===== src/rtl/core/cpp_pkg.sv =====
`timescale 1ns / 1ps
package cpp_pkg;

  localparam int RotW   = 18;
  localparam int PtW    = 32;
  localparam int PcW    = 52;   // 18x32 product plus three-term sum
  localparam int IntrW  = 24;
  localparam int NumW   = 80;   // 25-bit signed coefficient x 52 + sum growth
  localparam int MagW   = 79;
  localparam int QLimW  = 41;   // quotient bits kept before calling it big
  localparam int DivW   = 52;   // divisor magnitude bits

  // Register indexes
  localparam logic [2:0] RegRot0    = 3'd0;
  localparam logic [2:0] RegRot1    = 3'd1;
  localparam logic [2:0] RegRot2    = 3'd2;
  localparam logic [2:0] RegFocalX  = 3'd3;
  localparam logic [2:0] RegFocalY  = 3'd4;
  localparam logic [2:0] RegCenterX = 3'd5;
  localparam logic [2:0] RegCenterY = 3'd6;
  localparam logic [2:0] RegSkew    = 3'd7;

  typedef struct packed {
    logic signed [PtW-1:0] point_x;
    logic signed [PtW-1:0] point_y;
    logic signed [PtW-1:0] point_z;
  } point_t;

  typedef struct packed {
    logic signed [31:0] pixel_u;
    logic signed [31:0] pixel_v;
    logic               depth_zero;
    logic               saturated;
  } pixel_t;

  // Front-to-back queue entry: numerators and depth.
  typedef struct packed {
    logic signed [NumW-1:0] num_u;
    logic signed [NumW-1:0] num_v;
    logic signed [PcW-1:0]  depth;
  } frac_t;

  typedef struct packed {
    logic [RotW*3-1:0] rot0;
    logic [RotW*3-1:0] rot1;
    logic [RotW*3-1:0] rot2;
    logic [IntrW-1:0]  fx;
    logic [IntrW-1:0]  fy;
    logic [IntrW-1:0]  cx;
    logic [IntrW-1:0]  cy;
    logic [IntrW-1:0]  sk;
  } cfg_t;

endpackage


===== src/rtl/core/cpp_queue.sv =====
`timescale 1ns / 1ps
// Short register queue between front and back.
module cpp_queue import cpp_pkg::*; (
  input  logic  clk,
  input  logic  rst,
  input  logic  in_valid,
  input  frac_t in_item,
  output logic  in_ready,
  output logic  out_valid,
  output frac_t out_item,
  input  logic  out_ready
);
  frac_t      mem [4];
  logic [1:0] wp, rp;
  logic [2:0] cnt;
  logic       wr, rd;

  assign in_ready  = cnt != 3'd4;
  assign out_valid = cnt != 3'd0;
  assign wr = in_valid && in_ready;
  assign rd = out_valid && out_ready;
  assign out_item = mem[rp];

  always_ff @(posedge clk) begin
    if (rst) begin
      wp <= '0; rp <= '0; cnt <= '0;
    end else begin
      if (wr) wp <= wp + 2'd1;
      if (rd) rp <= rp + 2'd1;
      cnt <= cnt + {2'b0, wr} - {2'b0, rd};
    end
  end

  always_ff @(posedge clk) begin
    if (wr) mem[wp] <= in_item;
  end

  assert property (@(posedge clk) disable iff (rst) cnt <= 3'd4)
    else $error("queue count overflow");
  assert property (@(posedge clk) disable iff (rst)
    (cnt == 3'd0) |-> !rd) else $error("read from empty queue");
  assert property (@(posedge clk) disable iff (rst)
    (wr && !rd) |=> (cnt == $past(cnt) + 3'd1)) else $error("count mismatch");
endmodule


===== config.mk =====
export PLATFORM = sky130hd
export DESIGN_NAME = cpp_queue
export DESIGN_NICKNAME = d
export VERILOG_FILES = /design/src/rtl/core/cpp_pkg.sv /design/src/rtl/core/cpp_queue.sv
export SDC_FILE = /design/constraint.sdc
export NUM_CORES = 1
export LEC_CHECK = 0
export ABC_AREA = 1
export CAP_MARGIN = 20
export CORE_MARGIN = 2
export CORE_UTILIZATION = 57
export DETAILED_ROUTE_END_ITERATION = 10
export DONT_BUFFER_PORTS = 1
export PLACE_DENSITY = 0.79
export SETUP_SLACK_MARGIN = 0.2
export SYNTH_ARGS = -nofsm -noshare
export SYNTH_HDL_FRONTEND = slang
export SYNTH_SLANG_ARGS = --single-unit

===== constraint.sdc =====
create_clock -name clk -period 10.02 [get_ports clk]
set_clock_uncertainty 0.2 [all_clocks]
set_input_delay 1.002 -clock clk [delete_from_list [all_inputs] [get_ports clk]]
set_output_delay 1.002 -clock clk [all_outputs]
set_load 0.005 [all_outputs]

* After elaboration in Yosys (flattened, before gate mapping)
Memory sizes are Yosys's and may differ from the RTL's. A register that Yosys moved wholly into a read port is not among the register bits.
Cells that the tools add are included.
** Cells by class
- $add $sub $neg :: 4
- Multiply operators :: 0
- Div/mod/pow operators :: 0
- Order comparisons :: 0
- Eq/ne operators :: 1
- Shift operators :: 0
- Muxes and demuxes :: 4
- Bitwise logic cells :: 0
- Reduce and logical (&&, ||, !) cells :: 3
** Operator list (count)
- $add 2x1->2 const B :: 2
- $mux 2 :: 2
- $add 3x1->3 :: 1
- $ne 3x3->1 const B :: 1
- $reduce_bool 3->1 :: 1
- $sub 3x1->3 :: 1
- $logic_and 1x1->1 :: 2
- $mux 1 :: 2
** Word-level totals
- Register bits after elaboration :: 7
- Latch bits :: 0
- Bits in writable memories :: 848
- Bits in read-only memories :: 0
- Input port bits :: 216
- Output and inout port bits :: 214
- Memories :: 1
** Memory list
- mem :: depth 4, width 212, read ports 1, clocked after Yosys merged registers in 1, wr ports 1, RTL line cpp_queue.sv:13 : frac_t mem [4];

* Longest topological paths before layout
- Depth after elaboration :: 4
- Gate-level depth with buffers :: 10

* Worst setup path after synthesis
OpenSTA, ideal clock, no wires.
- Path type :: input -> register
- Start :: in in_valid
- End :: mem mem[0][0] in the netlist's numbering (enable)
- Library setup time :: 0.789 ns
- Data arrival time :: 9.907 ns
- Required time :: 9.031 ns
- Slack :: -0.876 ns
- Stages :: 2
- Cell sequence :: nand2_1 -> nor2_1
** On the way
- Longest elaborated chain between the ends :: 3
** Ends and longest elaborated chain
- start, declared :: RTL line cpp_queue.sv:6 : input logic in_valid,
- $logic_and 1x1->1 :: RTL line cpp_queue.sv:20 : assign wr = in_valid && in_ready;
- $mux 1 :: RTL line cpp_queue.sv:35 : if (wr) mem[wp] <= in_item;
- $mux 1 (not written as such) :: RTL line cpp_queue.sv:35
- end, declared :: RTL line cpp_queue.sv:13
No other way between the ends.

==> flow_metrics.py <==
metrics = {
    "floorplanning": {
        "die_area_mm2": 0.0576,
        "die_w_um": 240,
        "core_mm2": 0.0551,
        "rows": 86,
        "initial_core_util": 0.576,
        "ioPinCount": 430,
        "die_y_um": 240,
    },
    "timing": {
        "fin_worst_hold_slack_ps": 246,
        "fmax_mhz": 197,
        "worstMarginPinSlew_ps": 1280,
        "tns_ps": 0,
        "setup_viol": 0,
        "min_period_ps": 5090,
        "finalCritPeriodShare": 0.508,
        "slew_viol_final": 0,
        "hold_viol": 0,
        "rsz0062_at_grt": "false",
        "slew_headroom": 0.144,
    },
    "critical_path": {
        "critPathArrivalTime_ps": 3880,
        "path_class": "reg2out",
        "required_ps": 8820,
        "r2r-end": "mem[3][148]",
        "start_kind": "flop",
        "crit_chain": "buf_4, buf_4, o21ai_0, o22ai_1",
        "r2r_cells": 6,
        "reg2reg_slack_ps": 6440,
        "end_kind": "primary output",
        "critical_path_buf_inv_count": 2,
        "crit_fanout": 106,
        "crit_top_cell": "buf_4",
        "cp_top_family": "buffers and inverters",
        "cp-endpoint": "out_item[77]",
        "crit_cells": 4,
        "critical-path-slowest-cell": "buf_4",
        "critPathMaxStageDelay_ps": 880,
        "r2r_start": "cnt[1]",
    },
    "grt": {
        "antenna_found_initial": 0,
        "grt_pass1_vias": 17400,
        "grtUsageMet1": 0.276,
        "grt_pass1_wl_um": 102000,
        "use_met3": 0.0928,
        "grt_use_total": 0.233,
        "overflow": 0,
        "gr-usage-met2": 0.380,
        "top_usage_layer": "met2",
        "grt_max_degree": 251,
    },
    "power_and_ir_drop": {
        "comb_power_share": 0.168,
        "pwr_density_cell_mw_per_mm2": 258,
        "p_switching_w": 0.00256,
        "ir_drop_mv": 0.200,
        "clkPwrFrac": 0.333,
        "sw_frac_of_total": 0.285,
        "seqPwrFrac": 0.499,
        "p_leak_nw": 11.1,
        "p_int_w": 0.00643,
    },
    "placement": {
        "detailed_place.area_mm2": 0.0322,
        "port-buffer-count": 0,
        "place_hpwl_um": 37700,
        "place_congestion": 0.795,
    },
    "layout": {
        "nNetsFinal": 2302,
        "stdcell_area_mm2": 0.0348,
        "drive_above_1_share": 0.0672,
        "layout_common_cells": "edfxtp_1 (848), nor2_1 (433), o21ai_0 (330), o22ai_1 (212), o21ai_1 (95)",
        "diodes": 0,
        "syn_to_final_growth_pct": 9.58,
        "layout_commonest_cell": "edfxtp_1",
    },
    "route": {
        "wire_per_inst_um": 23.9,
        "drt_iter0_markers": 1883,
        "via_per_inst": 6.20,
        "post-route-drc-count": 0,
        "vias": 17900,
        "wl_um": 69100,
        "drtAntennaViolNets": 0,
        "first_pass_iters": 7,
    },
    "cts": {
        "clock_path_buffers": 3,
        "post_cts_buffers": 0,
        "cts_sinks": 857,
        "cts_root_buf": "clkbuf_16",
        "clkLatencyLatePin_ps": 610,
        "htreeDepth": 3,
        "cts_inserted_buffers": 83,
        "postCtsResizedCells": 0,
        "holdBufCountCts": 0,
        "cts_tree": "done",
        "cts.clk_slew.worst_paths_ps": 60,
    },
    "yosys": {
        "ys_ff_latch": 857,
        "netlist_area_mm2": 0.0317,
        "synth_warnings": 0,
        "syn_inst": 2114,
        "synth-seq-area-share": 0.808,
        "synth_fp_nets": 2337,
        "post_synth.cell_area_avg_um2": 15.0,
        "synth_cell_types": 20,
    },
    "min_path": {
        "hold_class": "in2reg",
    },
    "job": {
        "max-cap-violations": 0,
    },
    "outcome": {
        "status": "complete, no violations",
    },
}
[how the worst min path moves through the flow]
stage / slack [ps] / cells after the start / to / from
2_1_floorplan: 250 / 2 / flop / rp[0]
3_3_place_gp: 260 / 2 / rp[0] / rp[0]
3_5_place_dp: 270 / 2 / flop / rp[0]
4_1_cts: 210 / 1 / cnt[1] / rst
5_1_grt: 210 / 1 / cnt[1] / rst
6_report: 250 / 1 / cnt[1] / rst
[Yosys cell counts]
cell      count  area, µm²
ha_1          6       75.1
a21oi_1       4       20.0
inv_1        14       52.6
buf_2        31        155
buf_6        12        135
a21boi_0      2       15.0
buf_4        20        150
fa_1          1       20.0
clkbuf_1     74        278
dfxtp_1       9        180
nand2_1      12       45.0
o21ai_1      95        475
inv_2         1       3.75
inv_8         1       11.3
buf_8         2       30.0
nor2_1      437       1640
edfxtp_1    848      25500
o22ai_1     212       1330
nand3_1       3       15.0
o21ai_0     330       1650
[power by group through the flow]
stage	clock, W	combinational (W)	sequential [W]
floorplan	0	0.00110	0.00464
global placement	0	0.00145	0.00454
detailed placement	0	0.00150	0.00455
CTS	0.00304	0.00151	0.00448
global route	0.00318	0.00164	0.00451
finish	0.00300	0.00151	0.00448
[worst reg2reg max path, delay by kind of cell (launching register included)]
kind	cells	cell delay, ps
and+or+nand+nor	4	870
DFF	1	410
buffers and inverters	2	1660
[logic make-up (layout without fill, tap and decap cells)]
group | after synthesis | in the layout | synth area share
AOI/OAI and AO/OA | 643 | 643 | 0.110
DFF | 857 | 857 | 0.808
and+or+nand+nor | 452 | 452 | 0.0536
buffers and inverters | 155 | 184 | 0.0257
adders and majority gates | 7 | 7 | 0.00300
[metal layers]
metal | wire length, µm | vias to the layer above
met5 | 0 | -
met4 | 2910 | 0
met3 | 8050 | 192
met2 | 34100 | 923
met1 | 24100 | 8877
li1 | - | 7935
[state kept, by name, indices dropped and copies added, names as in the netlist, named ones only]
name / count
wp: 2
cnt: 3
rp: 2
mem: 848
[area by class of cell]
| cell class | instances | area (µm²) |
|---|---|---|
| clock buffer | 100 | 2180 |
| clock inverter | 49 | 442 |
| fill | 3751 | 20300 |
| inverter | 16 | 77.6 |
| multi-input combinational | 1102 | 5310 |
| sequential | 857 | 25700 |
| tap | 748 | 936 |
| timing repair buffer | 19 | 180 |
[metrics by stage]
step | utilization | instances | total power [W] | setup slack (ps)
after detailed placement | 0.584 | 2742 | 0.00605 | 5650
after global placement | 0.584 | 2742 | 0.00599 | 5770
after CTS | 0.631 | 2891 | 0.00903 | 4950
after floorplan | - | 2114 | 0.00574 | -876
after global routing | 0.631 | 2891 | 0.00934 | 4700
final | 0.631 | 2891 | 0.00899 | 4930
Note: power is estimated with default switching activity, not from simulation.
